**config.mk**
```make
export PLATFORM = sky130hd
export DESIGN_NAME = keyboard_mouse_controller_registers
export DESIGN_NICKNAME = d
export VERILOG_FILES = /design/src/hw/rtl/kmcr_pkg.sv /design/src/hw/rtl/kmcr_ctrl.sv /design/src/hw/rtl/kmcr_dp.sv /design/src/hw/rtl/keyboard_mouse_controller_registers.sv
export SDC_FILE = /design/constraint.sdc
export NUM_CORES = 1
export LEC_CHECK = 0
export BUFFER_PORTS_ARGS = -buffer_cell sky130_fd_sc_hd__buf_2
export CAP_MARGIN = 15
export CORE_MARGIN = 1
export CORE_UTILIZATION = 57
export CTS_BUF_LIST = sky130_fd_sc_hd__clkbuf_8
export DETAILED_ROUTE_END_ITERATION = 10
export PLACE_DENSITY = 0.84
export SLEW_MARGIN = 10
export SYNTH_ARGS = -nofsm -noshare
export SYNTH_HDL_FRONTEND = slang
export SYNTH_SLANG_ARGS = --single-unit
export TNS_END_PERCENT = 10
```
**constraint.sdc**
```tcl
create_clock -name clock -period 4.3 [get_ports clock]
set_clock_uncertainty 0.15 [all_clocks]
set_input_delay 0.86 -clock clock [delete_from_list [all_inputs] [get_ports clock]]
set_output_delay 0.86 -clock clock [all_outputs]
set_load 0.1 [all_outputs]
```
**src/hw/rtl/kmcr_pkg.sv**
```systemverilog
// ----------------------------------------------------------------------------
// kmcr_pkg
// Shared types, constants and helpers for the keyboard and mouse controller
// register block.
// ----------------------------------------------------------------------------
package kmcr_pkg;

   // Ring depth of the keyboard and mouse byte queues. One slot stays empty.
   localparam int FIFO_DEPTH = 32;
   localparam int PTR_W      = $clog2(FIFO_DEPTH);
   localparam int CNT_W      = PTR_W + 1;

   localparam int REQ_DATA_W = 72;
   localparam int REQ_USER_W = 2;
   localparam int RSP_DATA_W = 24;

   // Register offsets.
   localparam logic [7:0] REG_POWER      = 8'h01;
   localparam logic [7:0] REG_RESET      = 8'h02;
   localparam logic [7:0] REG_NMI        = 8'h03;
   localparam logic [7:0] REG_LED        = 8'h05;
   localparam logic [7:0] REG_KEY_DATA   = 8'h07;
   localparam logic [7:0] REG_MOUSE_MODE = 8'h20;
   localparam logic [7:0] REG_MOUSE_DATA = 8'h21;
   localparam logic [7:0] REG_MOUSE_ID   = 8'h22;

   localparam logic [7:0] KEY_PREFIX_PRESS   = 8'h7f;
   localparam logic [7:0] KEY_PREFIX_RELEASE = 8'hff;
   localparam logic [7:0] KEY_RELEASE_BIT    = 8'b1000_0000;
   localparam logic [7:0] REG_UNMAPPED       = 8'hff;

   localparam logic [1:0] MOUSE_ID_WHEEL   = 2'd3;
   localparam logic [1:0] MOUSE_ID_BASIC   = 2'd0;
   localparam logic [7:0] MOUSE_ID_ALIAS   = 8'd4;

   localparam logic signed [15:0] MOVE_MAX = 16'sd255;
   localparam logic signed [15:0] MOVE_MIN = -16'sd256;

   typedef enum logic [1:0] {
      OP_READ  = 2'd0,
      OP_WRITE = 2'd1,
      OP_KEY   = 2'd2,
      OP_MOUSE = 2'd3
   } opcode_type;

   typedef enum logic [1:0] {
      MB_FLAG  = 2'd0,
      MB_X     = 2'd1,
      MB_Y     = 2'd2,
      MB_WHEEL = 2'd3
   } mouse_byte_type;

   typedef enum logic [3:0] {
      ST_IDLE,
      ST_EXEC,
      ST_KEY_CODE,
      ST_MOUSE_CHECK,
      ST_MOUSE_FLAG,
      ST_MOUSE_X,
      ST_MOUSE_Y,
      ST_MOUSE_WHEEL,
      ST_FINISH
   } state_type;

   typedef struct packed {
      logic           load_item;
      logic           exec_reg;
      logic           key_push;
      logic           key_prefix;
      logic           mouse_push;
      mouse_byte_type mouse_sel;
      logic           mouse_advance;
      logic           load_rsp;
   } kmcr_cmd_type;

   typedef struct packed {
      opcode_type opcode;
      logic       key_extended;
      logic       mouse_room;
      logic       packet4;
      logic       last_packet;
   } kmcr_status_type;

   function automatic logic [PTR_W-1:0] ptr_inc(input logic [PTR_W-1:0] ptr);
      return (ptr == PTR_W'(FIFO_DEPTH - 1)) ? '0 : ptr + 1'b1;
   endfunction

   function automatic logic [CNT_W-1:0] fifo_count(input logic [PTR_W-1:0] head,
                                                   input logic [PTR_W-1:0] tail);
      logic [CNT_W-1:0] h;
      logic [CNT_W-1:0] t;
      h = {1'b0, head};
      t = {1'b0, tail};
      return (h >= t) ? h - t : h + CNT_W'(FIFO_DEPTH) - t;
   endfunction

endpackage

```
**src/hw/rtl/kmcr_ctrl.sv**
```systemverilog
// ----------------------------------------------------------------------------
// kmcr_ctrl
// Sequencer for one item at a time: dispatches register accesses, key pushes
// and the per-packet mouse loop, then hands the result to the output register.
// ----------------------------------------------------------------------------
module kmcr_ctrl
   import kmcr_pkg::*;
(
   input  logic            clock,
   input  logic            reset,
   input  logic            req_tvalid,
   output logic            req_tready,
   output logic            rsp_tvalid,
   input  logic            rsp_tready,
   output kmcr_cmd_type    cmd,
   input  kmcr_status_type status
);

   state_type state_ff, state_in;
   logic      rsp_valid_ff, rsp_valid_in;

   always_ff @(posedge clock) begin
      if (reset) begin
         state_ff     <= ST_IDLE;
         rsp_valid_ff <= 1'b0;
      end else begin
         state_ff     <= state_in;
         rsp_valid_ff <= rsp_valid_in;
      end
   end

   always_comb begin
      state_in   = state_ff;
      cmd        = '0;
      req_tready = 1'b0;
      unique case (state_ff)
         ST_IDLE: begin
            req_tready = 1'b1;
            if (req_tvalid) begin
               cmd.load_item = 1'b1;
               state_in      = ST_EXEC;
            end
         end
         ST_EXEC: begin
            unique case (status.opcode)
               OP_READ, OP_WRITE: begin
                  cmd.exec_reg = 1'b1;
                  state_in     = ST_FINISH;
               end
               OP_KEY: begin
                  cmd.key_push   = 1'b1;
                  cmd.key_prefix = status.key_extended;
                  state_in       = status.key_extended ? ST_KEY_CODE : ST_FINISH;
               end
               OP_MOUSE: begin
                  state_in = ST_MOUSE_CHECK;
               end
               default: state_in = ST_FINISH;
            endcase
         end
         ST_KEY_CODE: begin
            cmd.key_push = 1'b1;
            state_in     = ST_FINISH;
         end
         ST_MOUSE_CHECK: begin
            if (status.mouse_room) begin
               state_in = ST_MOUSE_FLAG;
            end else begin
               // The packet is dropped whole; the movement is still consumed.
               cmd.mouse_advance = 1'b1;
               state_in          = status.last_packet ? ST_FINISH : ST_MOUSE_CHECK;
            end
         end
         ST_MOUSE_FLAG: begin
            cmd.mouse_push = 1'b1;
            cmd.mouse_sel  = MB_FLAG;
            state_in       = ST_MOUSE_X;
         end
         ST_MOUSE_X: begin
            cmd.mouse_push = 1'b1;
            cmd.mouse_sel  = MB_X;
            state_in       = ST_MOUSE_Y;
         end
         ST_MOUSE_Y: begin
            cmd.mouse_push = 1'b1;
            cmd.mouse_sel  = MB_Y;
            if (status.packet4) begin
               state_in = ST_MOUSE_WHEEL;
            end else begin
               cmd.mouse_advance = 1'b1;
               state_in          = status.last_packet ? ST_FINISH : ST_MOUSE_CHECK;
            end
         end
         ST_MOUSE_WHEEL: begin
            cmd.mouse_push    = 1'b1;
            cmd.mouse_sel     = MB_WHEEL;
            cmd.mouse_advance = 1'b1;
            state_in          = status.last_packet ? ST_FINISH : ST_MOUSE_CHECK;
         end
         ST_FINISH: begin
            if (!rsp_valid_ff || rsp_tready) begin
               cmd.load_rsp = 1'b1;
               state_in     = ST_IDLE;
            end
         end
         default: state_in = ST_IDLE;
      endcase
   end

   always_comb begin
      rsp_valid_in = rsp_valid_ff;
      if (cmd.load_rsp) begin
         rsp_valid_in = 1'b1;
      end else if (rsp_tready) begin
         rsp_valid_in = 1'b0;
      end
   end

   assign rsp_tvalid = rsp_valid_ff;

   a_load_sets_valid: assert property (@(posedge clock) disable iff (reset)
      cmd.load_rsp |=> rsp_valid_ff)
      else $error("result load did not raise the output valid");

   a_accept_to_exec: assert property (@(posedge clock) disable iff (reset)
      (req_tvalid && req_tready) |=> (state_ff == ST_EXEC))
      else $error("accepted item did not enter dispatch");

   a_one_action: assert property (@(posedge clock) disable iff (reset)
      $onehot0({cmd.load_item, cmd.exec_reg, cmd.key_push, cmd.mouse_push, cmd.load_rsp}))
      else $error("more than one datapath action in a cycle");

   a_packet_order: assert property (@(posedge clock) disable iff (reset)
      (state_ff == ST_MOUSE_X) |-> ($past(state_ff) == ST_MOUSE_FLAG))
      else $error("mouse X byte not preceded by the flag byte");

endmodule

```
**src/hw/rtl/kmcr_dp.sv**
```systemverilog
// ----------------------------------------------------------------------------
// kmcr_dp
// Datapath: item registers, keyboard and mouse byte queues, controller
// registers and the result register.
// ----------------------------------------------------------------------------
module kmcr_dp
   import kmcr_pkg::*;
(
   input  logic                  clock,
   input  logic                  reset,
   input  logic [REQ_DATA_W-1:0] req_tdata,
   input  logic [REQ_USER_W-1:0] req_tuser,
   output logic [RSP_DATA_W-1:0] rsp_tdata,
   input  kmcr_cmd_type          cmd,
   output kmcr_status_type       status
);

   // Item registers.
   opcode_type         op_ff, op_in;
   logic [7:0]         addr_ff, addr_in;
   logic [7:0]         wdata_ff, wdata_in;
   logic [6:0]         code_ff, code_in;
   logic               ext_ff, ext_in;
   logic               down_ff, down_in;
   logic signed [15:0] mx_ff, mx_in;
   logic signed [15:0] my_ff, my_in;
   logic [2:0]         btn_ff, btn_in;
   logic [7:0]         wheel_ff, wheel_in;
   logic [7:0]         rd_ff, rd_in;
   logic               pulse_ff, pulse_in;
   logic [RSP_DATA_W-1:0] rsp_ff, rsp_in;

   // Controller state.
   logic [PTR_W-1:0]   key_head_ff, key_head_in;
   logic [PTR_W-1:0]   key_tail_ff, key_tail_in;
   logic [PTR_W-1:0]   mouse_head_ff, mouse_head_in;
   logic [PTR_W-1:0]   mouse_tail_ff, mouse_tail_in;
   logic [1:0]         mode_ff, mode_in;
   logic [1:0]         pos_ff, pos_in;
   logic               reset_flag_ff, reset_flag_in;
   logic               nmi_flag_ff, nmi_flag_in;
   logic [7:0]         led_ff, led_in;

   // Queue storage; the read data is registered from the slot at the tail pointer.
   logic [7:0]         key_mem [FIFO_DEPTH];
   logic [7:0]         mouse_mem [FIFO_DEPTH];
   logic [7:0]         key_rd_ff;
   logic [7:0]         mouse_rd_ff;
   logic               key_we;
   logic               mouse_we;
   logic [7:0]         key_wdata;
   logic [7:0]         mouse_wdata;

   logic signed [8:0]  dx;
   logic signed [8:0]  dy;
   logic [2:0]         psize;
   logic [CNT_W-1:0]   mouse_cnt;
   logic               key_empty;
   logic               mouse_empty;

   always_comb begin
      if (mx_ff > MOVE_MAX) begin
         dx = 9'(MOVE_MAX);
      end else if (mx_ff < MOVE_MIN) begin
         dx = 9'(MOVE_MIN);
      end else begin
         dx = mx_ff[8:0];
      end
      if (my_ff > MOVE_MAX) begin
         dy = 9'(MOVE_MAX);
      end else if (my_ff < MOVE_MIN) begin
         dy = 9'(MOVE_MIN);
      end else begin
         dy = my_ff[8:0];
      end
   end

   assign psize       = (mode_ff == MOUSE_ID_WHEEL) ? 3'd4 : 3'd3;
   assign mouse_cnt   = fifo_count(mouse_head_ff, mouse_tail_ff);
   assign key_empty   = (key_head_ff == key_tail_ff);
   assign mouse_empty = (mouse_head_ff == mouse_tail_ff);

   assign status.opcode       = op_ff;
   assign status.key_extended = ext_ff;
   assign status.packet4      = (mode_ff == MOUSE_ID_WHEEL);
   assign status.mouse_room   = mouse_cnt < (CNT_W'(FIFO_DEPTH) - CNT_W'(psize));
   // The remaining movement fits one packet when clamping leaves it unchanged.
   assign status.last_packet  = (mx_ff == 16'(dx)) && (my_ff == 16'(dy));

   always_comb begin
      unique case (cmd.mouse_sel)
         MB_FLAG:  mouse_wdata = {2'b00, dy[8], dx[8], 1'b1, btn_ff};
         MB_X:     mouse_wdata = dx[7:0];
         MB_Y:     mouse_wdata = dy[7:0];
         MB_WHEEL: mouse_wdata = wheel_ff;
         default:  mouse_wdata = wheel_ff;
      endcase
      if (cmd.key_prefix) begin
         key_wdata = down_ff ? KEY_PREFIX_PRESS : KEY_PREFIX_RELEASE;
      end else begin
         key_wdata = down_ff ? {1'b0, code_ff} : ({1'b0, code_ff} | KEY_RELEASE_BIT);
      end
   end

   always_comb begin
      op_in         = op_ff;
      addr_in       = addr_ff;
      wdata_in      = wdata_ff;
      code_in       = code_ff;
      ext_in        = ext_ff;
      down_in       = down_ff;
      mx_in         = mx_ff;
      my_in         = my_ff;
      btn_in        = btn_ff;
      wheel_in      = wheel_ff;
      rd_in         = rd_ff;
      pulse_in      = pulse_ff;
      rsp_in        = rsp_ff;
      key_head_in   = key_head_ff;
      key_tail_in   = key_tail_ff;
      mouse_head_in = mouse_head_ff;
      mouse_tail_in = mouse_tail_ff;
      mode_in       = mode_ff;
      pos_in        = pos_ff;
      reset_flag_in = reset_flag_ff;
      nmi_flag_in   = nmi_flag_ff;
      led_in        = led_ff;
      key_we        = 1'b0;
      mouse_we      = 1'b0;

      if (cmd.load_item) begin
         op_in    = opcode_type'(req_tuser[1:0]);
         addr_in  = req_tdata[7:0];
         wdata_in = req_tdata[15:8];
         code_in  = req_tdata[22:16];
         ext_in   = req_tdata[23];
         down_in  = req_tdata[24];
         mx_in    = req_tdata[40:25];
         my_in    = req_tdata[56:41];
         btn_in   = req_tdata[59:57];
         wheel_in = req_tdata[67:60];
         rd_in    = '0;
         pulse_in = 1'b0;
      end

      if (cmd.exec_reg) begin
         if (op_ff == OP_READ) begin
            unique case (addr_ff)
               REG_KEY_DATA: begin
                  rd_in = '0;
                  if (!key_empty) begin
                     rd_in       = key_rd_ff;
                     key_tail_in = ptr_inc(key_tail_ff);
                  end
               end
               REG_MOUSE_DATA: begin
                  rd_in = '0;
                  if (pos_ff == 2'd0) begin
                     // A packet is handed out only once it is complete.
                     if (mouse_cnt >= CNT_W'(psize)) begin
                        pos_in        = 2'd1;
                        rd_in         = mouse_rd_ff;
                        mouse_tail_in = ptr_inc(mouse_tail_ff);
                     end
                  end else begin
                     pos_in = (({1'b0, pos_ff} + 3'd1) >= psize) ? 2'd0 : pos_ff + 2'd1;
                     if (!mouse_empty) begin
                        rd_in         = mouse_rd_ff;
                        mouse_tail_in = ptr_inc(mouse_tail_ff);
                     end
                  end
               end
               REG_MOUSE_ID: rd_in = {6'b0, mode_ff};
               default:      rd_in = REG_UNMAPPED;
            endcase
         end else begin
            unique case (addr_ff)
               REG_POWER: begin
                  if (wdata_ff == 8'd0) begin
                     pulse_in = 1'b1;
                  end else if (wdata_ff == 8'd1) begin
                     reset_flag_in = 1'b1;
                  end
               end
               REG_RESET: begin
                  if (wdata_ff == 8'd0) begin
                     reset_flag_in = 1'b1;
                  end
               end
               REG_NMI: begin
                  if (wdata_ff == 8'd0) begin
                     nmi_flag_in = 1'b1;
                  end
               end
               REG_LED: led_in = wdata_ff;
               REG_MOUSE_MODE: begin
                  if ((wdata_ff == 8'(MOUSE_ID_WHEEL)) || (wdata_ff == MOUSE_ID_ALIAS)) begin
                     mode_in = MOUSE_ID_WHEEL;
                  end else begin
                     mode_in = MOUSE_ID_BASIC;
                  end
                  mouse_head_in = '0;
                  mouse_tail_in = '0;
               end
               default: ;
            endcase
         end
      end

      if (cmd.key_push && (ptr_inc(key_head_ff) != key_tail_ff)) begin
         key_we      = 1'b1;
         key_head_in = ptr_inc(key_head_ff);
      end

      if (cmd.mouse_push && (ptr_inc(mouse_head_ff) != mouse_tail_ff)) begin
         mouse_we      = 1'b1;
         mouse_head_in = ptr_inc(mouse_head_ff);
      end

      if (cmd.mouse_advance) begin
         mx_in    = mx_ff - 16'(dx);
         my_in    = my_ff - 16'(dy);
         wheel_in = '0;
      end

      if (cmd.load_rsp) begin
         rsp_in = {5'b0, led_ff, pulse_ff, nmi_flag_ff, reset_flag_ff, rd_ff};
      end
   end

   always_ff @(posedge clock) begin
      if (reset) begin
         key_head_ff   <= '0;
         key_tail_ff   <= '0;
         mouse_head_ff <= '0;
         mouse_tail_ff <= '0;
         mode_ff       <= MOUSE_ID_WHEEL;
         pos_ff        <= 2'd0;
         reset_flag_ff <= 1'b0;
         nmi_flag_ff   <= 1'b0;
         led_ff        <= '0;
      end else begin
         key_head_ff   <= key_head_in;
         key_tail_ff   <= key_tail_in;
         mouse_head_ff <= mouse_head_in;
         mouse_tail_ff <= mouse_tail_in;
         mode_ff       <= mode_in;
         pos_ff        <= pos_in;
         reset_flag_ff <= reset_flag_in;
         nmi_flag_ff   <= nmi_flag_in;
         led_ff        <= led_in;
      end
   end

   always_ff @(posedge clock) begin
      op_ff    <= op_in;
      addr_ff  <= addr_in;
      wdata_ff <= wdata_in;
      code_ff  <= code_in;
      ext_ff   <= ext_in;
      down_ff  <= down_in;
      mx_ff    <= mx_in;
      my_ff    <= my_in;
      btn_ff   <= btn_in;
      wheel_ff <= wheel_in;
      rd_ff    <= rd_in;
      pulse_ff <= pulse_in;
      rsp_ff   <= rsp_in;
   end

   always_ff @(posedge clock) begin
      if (key_we) begin
         key_mem[key_head_ff] <= key_wdata;
      end
      key_rd_ff <= key_mem[key_tail_ff];
   end

   always_ff @(posedge clock) begin
      if (mouse_we) begin
         mouse_mem[mouse_head_ff] <= mouse_wdata;
      end
      mouse_rd_ff <= mouse_mem[mouse_tail_ff];
   end

   assign rsp_tdata = rsp_ff;

endmodule

```
**src/hw/rtl/keyboard_mouse_controller_registers.sv**
```systemverilog
// ----------------------------------------------------------------------------
// keyboard_mouse_controller_registers
// Keyboard and mouse system controller behind byte registers.
// ----------------------------------------------------------------------------
// Each transfer on the req channel is one item: a register read, a register
// write, a key event or a mouse event, selected by req_tuser. Every item gives
// exactly one transfer on the rsp channel with the read byte (zero for
// anything but a read), the sticky reset and NMI flags, the power-off pulse
// and the LED byte as they stand after the item.
// Items are handled one at a time. After acceptance, a register access is
// executed at dispatch and a key event pushes its byte, preceded by a prefix
// byte when extended. A mouse event runs a loop per packet: a room check,
// then one byte per cycle through the mouse queue write port (four bytes in
// mouse id 3, else three), or a dropped packet for lack of room; up to 129
// packets. The result is then loaded into the output register.
// The block takes the next item in the cycle after the result is loaded,
// while the result waits in the output register. If the receiver stalls, the
// next item's result is held back until the previous one has been taken, and
// no further item is taken.
// Reset empties both queues, clears the flags and the LED byte, and selects
// mouse id 3; queue contents are not cleared and need no clearing pass.
// ----------------------------------------------------------------------------
module keyboard_mouse_controller_registers
   import kmcr_pkg::*;
(
   input  logic                  clock,
   input  logic                  reset,
   input  logic                  req_tvalid,
   output logic                  req_tready,
   // reg_addr, write_data, key_code, key_extended, key_down, move_x, move_y,
   // mouse_buttons, wheel_delta, zero fill
   input  logic [REQ_DATA_W-1:0] req_tdata,
   // opcode
   input  logic [REQ_USER_W-1:0] req_tuser,
   output logic                  rsp_tvalid,
   input  logic                  rsp_tready,
   // read_data, reset_request, nmi_request, power_off_pulse, led_level,
   // zero fill
   output logic [RSP_DATA_W-1:0] rsp_tdata
);

   kmcr_cmd_type    cmd;
   kmcr_status_type status;

   kmcr_ctrl u_ctrl (
      .clock      (clock),
      .reset      (reset),
      .req_tvalid (req_tvalid),
      .req_tready (req_tready),
      .rsp_tvalid (rsp_tvalid),
      .rsp_tready (rsp_tready),
      .cmd        (cmd),
      .status     (status)
   );

   kmcr_dp u_dp (
      .clock     (clock),
      .reset     (reset),
      .req_tdata (req_tdata),
      .req_tuser (req_tuser),
      .rsp_tdata (rsp_tdata),
      .cmd       (cmd),
      .status    (status)
   );

endmodule

```
# Yosys cells after proc, flatten, opt, wreduce, memory -nomap -nowiden
# Memory sizes are Yosys's and may differ from the RTL's. A register that Yosys moved wholly into a read port is not among the register bits.
# Cells that the tools add are included.
[word_totals]
ff_bits = 137
latch_bits = 0
ramBits = 512
mem_bits_ro = 0
in_bits = 78
output_inout_bits = 26
n_memories = 2
[classes]
addsub = 12
n_mul = 0
n_div = 0
magnitude_cmp = 8
n_eq_ne = 46
n_shift = 0
n_mux = 78
bitwise_logic = 2
reduce_logical = 27
[mem_list]
columns = ["memory", "depth", "word_bits", "read_ports", "rd_clocked_by_memory_dff", "wr", "line", "source"]
rows = [
  ["u_dp.key_mem", 32, 8, 1, 1, 1, "kmcr_dp.sv:45", "logic [7:0] key_mem [FIFO_DEPTH];"],
  ["u_dp.mouse_mem", 32, 8, 1, 1, 1, "kmcr_dp.sv:46", "logic [7:0] mouse_mem [FIFO_DEPTH];"],
]
[ops]
columns = ["cell", "n"]
rows = [
  ["two-way mux 8 bit", 10],
  ["two-way mux 5 bit", 13],
  ["two-way mux 16 bit", 4],
  ["two-way mux 9 bit", 4],
  ["case mux 4 bit (9 select lines)", 1],
  ["== test 16 x 9 -> 1 bit", 2],
  ["> comparator 16 x 9 -> 1 bit (second input constant)", 2],
  ["< comparator 16 x 9 -> 1 bit (second input constant)", 2],
  ["case mux 8 bit (4 select lines)", 1],
  ["subtractor 16 x 9 -> 16 bit", 2],
  ["two-way mux 1 bit", 26],
  ["== test 8 x 2 -> 1 bit (second input constant)", 3],
  ["== test 8 x 3 -> 1 bit (second input constant)", 3],
  ["== test 8 x 6 -> 1 bit (second input constant)", 3],
  ["two-way mux 4 bit", 6],
  ["case mux 8 bit (3 select lines)", 1],
  ["adder 5 x 1 -> 5 bit (second input constant)", 4],
  ["== test 5 bit (second input constant)", 4],
  ["== test 4 x 3 -> 1 bit (second input constant)", 4],
  ["== test 8 x 1 -> 1 bit (second input constant)", 2],
  ["case mux 3 bit (4 select lines)", 1],
  ["case mux 4 bit (3 select lines)", 1],
  ["AND reduction 4 bit", 3],
  ["nonzero test 2 bit", 6],
  ["37 further kinds", 65],
]

# Longest topological paths before layout
# Gate-level depths: netlist (run 1).
[logic_depth]
ltp_word = 9
mapped_depth = 13
mapped_depth_nobuf = 13

# Hierarchy
# From an unflattened synthesis (run 1), not the netlist that was laid out.
[hier_totals]
hier_cells = 1715
area_unflattened_um2 = 28398.5
[modules_own_cells]
columns = ["mod", "n_inst", "cells_per_inst", "area_per_inst_um2", "seq_area_each_um2"]
rows = [
  ["kmcr_dp", 1, 1660, 28008.1, 19128.3],
  ["kmcr_ctrl", 1, 55, 390.4, 100.1],
]

# Worst setup path after synthesis (run 1)
# No wires, ideal clock.
[synth_path]
path_kind = "reg-to-reg"
start = "reg u_ctrl.state_ff[0]"
end = "reg u_dp.mx_ff[0] (enable)"
setup_time_ps = 389
t_arrival_ps = 5437
slack_ps = -1677
path_stages_with_launch = 6
n_path_buf = 2
period_less_slack_ps = 5977
cell_sequence = "dfxtp_1 -> clkbuf_1 -> nor4_1 -> nand2_1 -> clkbuf_1 -> nand2_1"
[synth_via]
elab_chain_cells = 3
[synth_lines]
columns = ["element", "line", "source"]
rows = [
  ["start: declaration", "kmcr_ctrl.sv:19", "state_type state_ff, state_in;"],
  ["start signal: assignment", "kmcr_ctrl.sv:27", "state_ff <= state_in;"],
  ["== test 4 x 3 -> 1 bit (tied with other cells)", "kmcr_ctrl.sv:36", "unique case (state_ff)"],
  ["case mux 1 bit (3 select lines) or two-way mux 1 bit (tied branches)", "kmcr_ctrl.sv:36", ""],
  ["nonzero test 2 bit (no source line) (*)", "--", ""],
  ["end signal: assignment", "kmcr_dp.sv:262", "mx_ff <= mx_in;"],
  ["end: declaration", "kmcr_dp.sv:25", "logic signed [15:0] mx_ff, mx_in;"],
]
# Mark *: on every way between the ends. The rest lies on a longest branch, timed or not.
# A chain may end at the register's enable or synchronous reset.

# Final worst setup path (run 1)
[layout_path]
start = "reg u_dp.key_head_ff[1]"
end = "mem u_dp.key_mem[29][6] (enable)"
[layout_via]
elab_chain_cells = 7
[layout_lines]
columns = ["element", "line", "source"]
rows = [
  ["start: declaration", "kmcr_dp.sv:34", "logic [PTR_W-1:0] key_head_ff, key_head_in;"],
  ["start signal: assignment", "kmcr_dp.sv:243", "key_head_ff <= key_head_in;"],
  ["adder 5 x 1 -> 5 bit or == test 5 bit (tied branches)", "kmcr_pkg.sv:85", "return (ptr == PTR_W'(FIFO_DEPTH - 1)) ? '0 : ptr + 1'b1;"],
  ["two-way mux 5 bit", "kmcr_pkg.sv:85", ""],
  ["inequality test 5 bit", "kmcr_dp.sv:210", "if (cmd.key_push && (ptr_inc(key_head_ff) != key_tail_ff)) begin"],
  ["logical AND 1 bit", "kmcr_dp.sv:210", ""],
  ["two-way mux 1 bit", "kmcr_dp.sv:210", ""],
  ["two-way mux 1 bit", "kmcr_dp.sv:272", "if (key_we) begin"],
  ["two-way mux 1 bit (not written as such)", "kmcr_dp.sv:273", "key_mem[key_head_ff] <= key_wdata;"],
  ["end: declaration", "kmcr_dp.sv:45", ""],
]
# Several ways; a longest one is shown, not always the timed one.

==> results.sh, run 1 <==
export IMPL_status="complete, no violations"
export IMPL_ctsHoldBuffers=0
export IMPL_drc=0
export IMPL_required_ps=4490
export IMPL_syn_inst=1694
export IMPL_total_leakage_power_nw=10.6
export IMPL_tritoncts="done"
export IMPL_setup_viol=0
export IMPL_swShare=0.247
export IMPL_fin_tns_setup_ps=0
export IMPL_placedInstanceArea_um2=29400
export IMPL_synth_async_sr_flop_share=0
export IMPL_yosysSeqAreaShare=0.685
export IMPL_antenna_found_initial=5
export IMPL_min_period_ps=4020
export IMPL_critPathKind="reg -> reg"
export IMPL_synth_mux_area_frac=0.136
export IMPL_hold_class="in -> reg"
export IMPL_clk_path_buf_depth=3
export IMPL_avgViaCountPerCell=6.21
export IMPL_yosys_warnings=0
export IMPL_worstSetupStartpointType="flip-flop"
export IMPL_hpwl_um=41300
export IMPL_worst_pin_slew_ps=1180
export IMPL_dieArea_um2=50200
export IMPL_ff2ff_path_depth=9
export IMPL_grt_max_degree=74
export IMPL_postCtsSetupRepairBufs=0
export IMPL_synth_simple_area_share=0.0710
export IMPL_rrSetupSlack_ps=280
export IMPL_power_switching_mw=3.39
export IMPL_end_kind="flip-flop"
export IMPL_path_clk_slew_ps=60
export IMPL_root_buffer="clkbuf_8"
export IMPL_vias=16100
export IMPL_start_util=0.583
export IMPL_clk_insertion_delay_late_ps=720
export IMPL_rr_endpoint="u_dp.key_mem[29][6]"
export IMPL_core_area_um2=48100
export IMPL_gr_usage_all_layers=0.253
export IMPL_seq_area_um2=19200
export IMPL_syn_area_per_cell_um2=16.6
export IMPL_hold_end="u_dp.addr_ff[7]"
export IMPL_synthAdderAreaFrac=0.0275
export IMPL_cts_resized=0
export IMPL_io_buffer_count=94
export IMPL_synth_xor_area_frac=0.0140
export IMPL_critPathArrivalTime_ps=4210
export IMPL_seq_power_share=0.538
export IMPL_cp_max_fo=17
export IMPL_wl_um=62500
export IMPL_htreeDepth=3
export IMPL_dieWidth_um=224
export IMPL_ant_nets=0
export IMPL_fin_area_um2=31400
export IMPL_cts_sinks=664
export IMPL_dp_cells=2403
export IMPL_ys_types=75
export IMPL_synth_edf_count=593
export IMPL_die_h_um=224
export IMPL_rsz0062_at_grt="no"
export IMPL_holdPathStages=1
export IMPL_p_int_mw=10.3
export IMPL_multiInputGateArea_um2=8410
export IMPL_ys_ff_latch=664
export IMPL_drive_gt1_frac=0.245
export IMPL_fmax_ghz=0.249
export IMPL_comb_power_share=0.088
export IMPL_max_cap_viol_count=0
export IMPL_hold_viol=0
export IMPL_num_nets_final=1991
export IMPL_wl_per_cell_um=24.1
export IMPL_dr_pass1_iters=8
export IMPL_grt_pass1_wl_um=94200
export IMPL_syn_cell_area_um2=28100
export IMPL_pwr_share_clk=0.374
export IMPL_min_period_over_period=0.935
export IMPL_relSlewSlack=0.212
export IMPL_synthFlopType="edfxtp_1"
export IMPL_report_final_slew_viol_count=0
export IMPL_stdcell_count=2599
export IMPL_numCtsBuffers=104
export IMPL_grt_pass1_vias=16100
export IMPL_gr_total_overflow=0
export IMPL_synth_top_family_by_area="multiplexers"
export IMPL_synth_compound_area_share=0.0491
export IMPL_r2r_start="u_dp.key_head_ff[1]"
export IMPL_first_iter_violations=1626
export IMPL_hold_path_startpoint="req_tdata[7]"
export IMPL_peakVddDrop_mv=0.311
export IMPL_globalplace_congestion=0.912
export IMPL_p_per_area_nw_per_um2=437
export IMPL_area_growth_pct=11.8
export IMPL_io_pins=104
export IMPL_fillers=3104
export IMPL_num_rows=80
how the worst max path moves through the flow:
stage               slack (ps)  cells past startpoint                   to                  start
finish                     280                      9  u_dp.key_mem[29][6]    u_dp.key_head_ff[1]
global route               120                      9  u_dp.key_mem[28][4]    u_dp.key_head_ff[0]
CTS                        350                      9  u_dp.key_mem[28][4]    u_dp.key_head_ff[0]
detailed placement         430                      9  u_dp.key_mem[28][0]    u_dp.key_head_ff[1]
global placement           750                     13       u_dp.my_ff[14]         u_dp.my_ff[10]
floorplan                  410                     11        u_dp.mx_ff[0]  u_dp.mouse_tail_ff[3]
worst max-delay path, stage by stage, from the launching register on:
cell     delay (ps)
dfxtp_1         440
ha_1            570
and3_1          260
ha_1            350
nor2_1          130
xor2_1          170
nor3_1          100
a41oi_2         630
nand2_1         230
nor2_1          620
routing by layer:
layer	vias up	global-route usage	share of wire
li1	7036	-	-
met1	8072	0.345	0.40
met2	877	0.409	0.49
met3	153	0.0522	0.084
met4	6	0.0913	0.029
met5	-	0	0.00080
sequential cells by signal, summed over array words and instances (netlist names), 8 cells and up:
signal and count:
u_dp.led_ff 8, u_dp.key_rd_ff 8, u_dp.rd_ff 8, u_dp.key_mem 256, u_dp.mouse_rd_ff 8, u_dp.mouse_mem 256
u_dp.addr_ff 8, u_dp.wheel_ff 8, u_dp.mx_ff 16, u_dp.rsp_tdata 19, u_dp.my_ff 16, u_dp.wdata_ff 8
cell type report:
cell class	instances	share of cell area
clock buffer	106	0.0464
inverter	35	0.00418
sequential	664	0.612
multi-input combinational	915	0.268
antenna	2	0.000159
clock inverter	88	0.0179
timing repair buffer	133	0.0251
tap	656	0.0261
stage by stage:
step	power, mW	utilization	hold slack, ps	setup slack (ps)
global placement	8.65	0.610	267	749
finish	13.7	0.652	164	278
floorplan	8.33	-	258	406
CTS	13.8	0.652	119	354
global route	14.2	0.652	129	123
detailed placement	8.71	0.610	271	432
cells in the mapped netlist, types with 7 or more instances:
| cell | instances | area (µm²) |
|---|---|---|
| nand3_1 | 17 | 85.1 |
| nand2b_1 | 10 | 62.6 |
| nand2_1 | 138 | 518 |
| nor3_1 | 24 | 120 |
| a21boi_0 | 11 | 82.6 |
| buf_1 | 17 | 63.8 |
| a21o_1 | 15 | 113 |
| o22a_1 | 7 | 61.3 |
| mux4_2 | 160 | 3600 |
| nor4_1 | 10 | 62.6 |
| or3_1 | 8 | 50.1 |
| or2_2 | 8 | 50.1 |
| buf_2 | 11 | 55.1 |
| nor3b_1 | 7 | 52.6 |
| a211oi_1 | 10 | 75.1 |
| mux2i_1 | 12 | 120 |
| a31oi_1 | 15 | 93.8 |
| o21ai_0 | 72 | 360 |
| mux2_2 | 8 | 90.1 |
| xnor2_1 | 21 | 184 |
| clkbuf_1 | 47 | 176 |
| nand3b_1 | 10 | 75.1 |
| xor2_1 | 24 | 210 |
| ha_1 | 57 | 713 |
| inv_1 | 32 | 120 |
| nor2b_1 | 12 | 75.1 |
| a21oi_1 | 52 | 260 |
| buf_4 | 8 | 60.1 |
| nand4_1 | 11 | 68.8 |
| dfxtp_1 | 71 | 1420 |
| nor2_1 | 95 | 357 |
| and3_1 | 28 | 175 |
| edfxtp_1 | 593 | 17800 |
cell families (layout without fill, tap and decap cells):
| group | Yosys count | count (layout) |
|---|---|---|
| AO/OA/AOI/OAI | 222 | 222 |
| XOR/XNOR | 45 | 45 |
| adder cells (fa/ha/maj) | 60 | 60 |
| buffers and inverters | 119 | 362 |
| flip-flops | 664 | 664 |
| multiplexers | 180 | 180 |
| other | 1 | 7 |
| AND/OR/NAND/NOR | 403 | 403 |
power by group through the flow:
| stage | Clock (mW) | Sequential, mW | Combinational (mW) |
|---|---|---|---|
| 2_1_floorplan | 0 | 7.56 | 0.772 |
| 6_report | 5.13 | 7.39 | 1.21 |
| 5_1_grt | 5.48 | 7.40 | 1.31 |
| 3_5_place_dp | 0 | 7.52 | 1.19 |
| 4_1_cts | 5.22 | 7.39 | 1.20 |
| 3_3_place_gp | 0 | 7.51 | 1.14 |
placed cells by master, fill, tap and decap left out, types with 11 or more instances in the layout:
cell / netlist / routed
edfxtp_1: 593 / 593
mux4_2: 160 / 160
nand2_1: 138 / 138
clkbuf_8: 0 / 106
nor2_1: 95 / 95
buf_2: 11 / 94
o21ai_0: 72 / 72
dfxtp_1: 71 / 67
inv_1: 32 / 62
ha_1: 57 / 57
a21oi_1: 52 / 50
buf_4: 8 / 37
and3_1: 28 / 28
clkinv_1: 2 / 24
nor3_1: 24 / 24
xor2_1: 24 / 24
xnor2_1: 21 / 21
clkinv_2: 0 / 20
nand3_1: 17 / 17
a21o_1: 15 / 15
a31oi_1: 15 / 15
mux2i_1: 12 / 12
nand4_1: 11 / 11
nor2b_1: 12 / 11
a21boi_0: 11 / 11
Note: power is estimated with default switching activity, not from simulation.
==> run 2, diff against run 1 <==
--- a/config.mk
+++ b/config.mk
@@ -12,6 +12,7 @@
 export CTS_BUF_LIST = sky130_fd_sc_hd__clkbuf_8
 export DETAILED_ROUTE_END_ITERATION = 10
 export PLACE_DENSITY = 0.84
+export REMOVE_ABC_BUFFERS = 1
 export SLEW_MARGIN = 10
 export SYNTH_ARGS = -nofsm -noshare
 export SYNTH_HDL_FRONTEND = slang
==> run 2 against run 1 <==
Combinational power is essentially flat. Utilization down 0.49 points. Clock power down 8.2%. Sequential share of layout area up 0.46 points. Largest cell class unchanged. Cell area decreased by 0.75%. Count of clock-buffer cells in the layout down 5. Final cell count fell by 0.54%. First-iteration DRC count increased by 14%. Register-to-register slack improved by 210 ps. Largest power group unchanged. Critical path type unchanged. Power decreased by 3.3%. Die area unchanged.
==> results.sh, run 2 (same netlist as run 1, synthesis figures left out) <==
export IMPL_status="complete, no violations"
export IMPL_max_cap_viol_count=0
export IMPL_cp_buffers_inverters=0
export IMPL_drc=0
export IMPL_comb_power_share=0.090
export IMPL_met3WireLength_um=5800
export IMPL_cp_slowest_cell="dfxtp_1"
export IMPL_globalplace_congestion=0.947
export IMPL_clk_path_buf_depth=3
export IMPL_num_rows=80
export IMPL_layout_setup_ws_ps=484
export IMPL_multiInputGateArea_um2=8390
export IMPL_core_area_um2=48100
export IMPL_wl_per_cell_um=24.0
export IMPL_final_core_util=0.648
export IMPL_dieWidth_um=224
export IMPL_start_util=0.583
export IMPL_min_period_over_period=0.888
export IMPL_first_iter_violations=1852
export IMPL_cp_max_fo=17
export IMPL_io_buffer_count=94
export IMPL_worstSetupStartpointType="flip-flop"
export IMPL_met1_length_um=23800
export IMPL_dieArea_um2=50200
export IMPL_final_cell_mix="593 x edfxtp_1, 160 x mux4_2, 138 x nand2_1"
export IMPL_critPathKind="reg -> reg"
export IMPL_drive_gt1_frac=0.240
export IMPL_worst_pin_slew_ps=1010
export IMPL_setup_viol=0
export IMPL_root_buffer="clkbuf_8"
export IMPL_report_final_slew_viol_count=0
export IMPL_postCtsSetupRepairBufs=0
export IMPL_peakVddDrop_mv=0.249
export IMPL_seq_area_um2=19200
export IMPL_required_ps=4460
export IMPL_tritoncts="done"
export IMPL_avgViaCountPerCell=6.23
export IMPL_grt_pass1_wl_um=94800
export IMPL_cts_resized=0
export IMPL_fillers=3099
export IMPL_total_leakage_power_nw=10.5
export IMPL_cp_top_family="simple AND/OR/NAND/NOR gates"
export IMPL_end_kind="flip-flop"
export IMPL_p_int_mw=9.99
export IMPL_gr_usage_all_layers=0.253
export IMPL_hold_viol=0
export IMPL_routed_top_layer="met4"
export IMPL_power_switching_mw=3.31
export IMPL_htreeDepth=3
export IMPL_hold_class="in -> reg"
export IMPL_critPathArrivalTime_ps=3980
export IMPL_fmax_ghz=0.262
export IMPL_path_cells="and3_1 -> ha_1 -> nor2b_1 -> xor2_1 -> nor3_1 -> a41oi_2 -> nand2_1 -> nor2_1"
export IMPL_cts_sinks=664
export IMPL_vias=16100
export IMPL_antenna_found_initial=0
export IMPL_cp_slowest_stage_delay_ps=750
export IMPL_hpwl_um=40100
export IMPL_die_h_um=224
export IMPL_wl_um=62000
export IMPL_relSlewSlack=0.327
export IMPL_clk_insertion_delay_late_ps=730
export IMPL_dpl_worst_slack_ps=601
export IMPL_seq_power_share=0.556
export IMPL_num_nets_final=1986
export IMPL_grt_max_degree=70
export IMPL_p_per_area_nw_per_um2=426
export IMPL_min_period_ps=3820
export IMPL_ctsHoldBuffers=0
export IMPL_rsz0062_at_grt="no"
export IMPL_swShare=0.249
export IMPL_io_pins=104
export IMPL_area_growth_pct=11.0
export IMPL_met2_length_um=30700
export IMPL_pwr_share_clk=0.355
export IMPL_path_clk_slew_ps=70
export IMPL_numCtsBuffers=99
export IMPL_ant_nets=0
export IMPL_layout_commonest_cell="edfxtp_1"
export IMPL_grt_pass1_vias=16300
export IMPL_gr_total_overflow=0
export IMPL_dr_pass1_iters=5
==> run 2: changes by cell type in the layout (fill, tap and decap cells not counted), sizes merged <==
cell	change
bufinv	-4
clkbuf	-5
clkinv	-1
clkinvlp	-4
diode	-1
inv	+1
==> run 2: final timing paths <==
kind,slack [ps],to,startpoint,depth (start not counted)
worst max-delay path,480,u_dp.key_mem[28][7],u_dp.key_head_ff[2],8
worst max register to register,480,u_dp.key_mem[28][7],u_dp.key_head_ff[2],8
worst min register to register,280,u_dp.rsp_tdata[8],u_dp.reset_flag_ff,0
worst min-delay path,170,u_dp.btn_ff[2],req_tdata[59],1
==> run 2: power by group through the flow <==
stage	sequential (mW)	clock [mW]	combinational [mW]
2_1_floorplan	7.57	0	0.741
3_3_place_gp	7.51	0	1.12
3_5_place_dp	7.52	0	1.17
4_1_cts	7.38	4.78	1.18
5_1_grt	7.40	5.03	1.29
6_report	7.39	4.71	1.19
==> run 2: final cells by class <==
type                       instances  area share
sequential                       664       0.617
multi-input combinational        915       0.269
clock buffer                     101      0.0446
tap                              656      0.0263
timing repair buffer             133      0.0249
clock inverter                    80      0.0136
inverter                          35     0.00421
antenna                            1   0.0000803
==> run 2: metrics by stage <==
stage	std cells	power (mW)	TNS [ps]	hold slack, ps	instance area, µm²
floorplan	1614	8.31	-728560	258	27700
global placement	2403	8.63	0	265	29400
detailed placement	2403	8.69	0	266	29400
CTS	2584	13.3	0	124	31200
global route	2584	13.7	0	147	31200
finish	2585	13.3	0	165	31200
==> run 2: metal layers <==
metal | vias up | track usage
met1 | 8017 | 0.339
met5 | - | 0
li1 | 7006 | -
met4 | 0 | 0.0930
met3 | 133 | 0.0445
met2 | 946 | 0.420
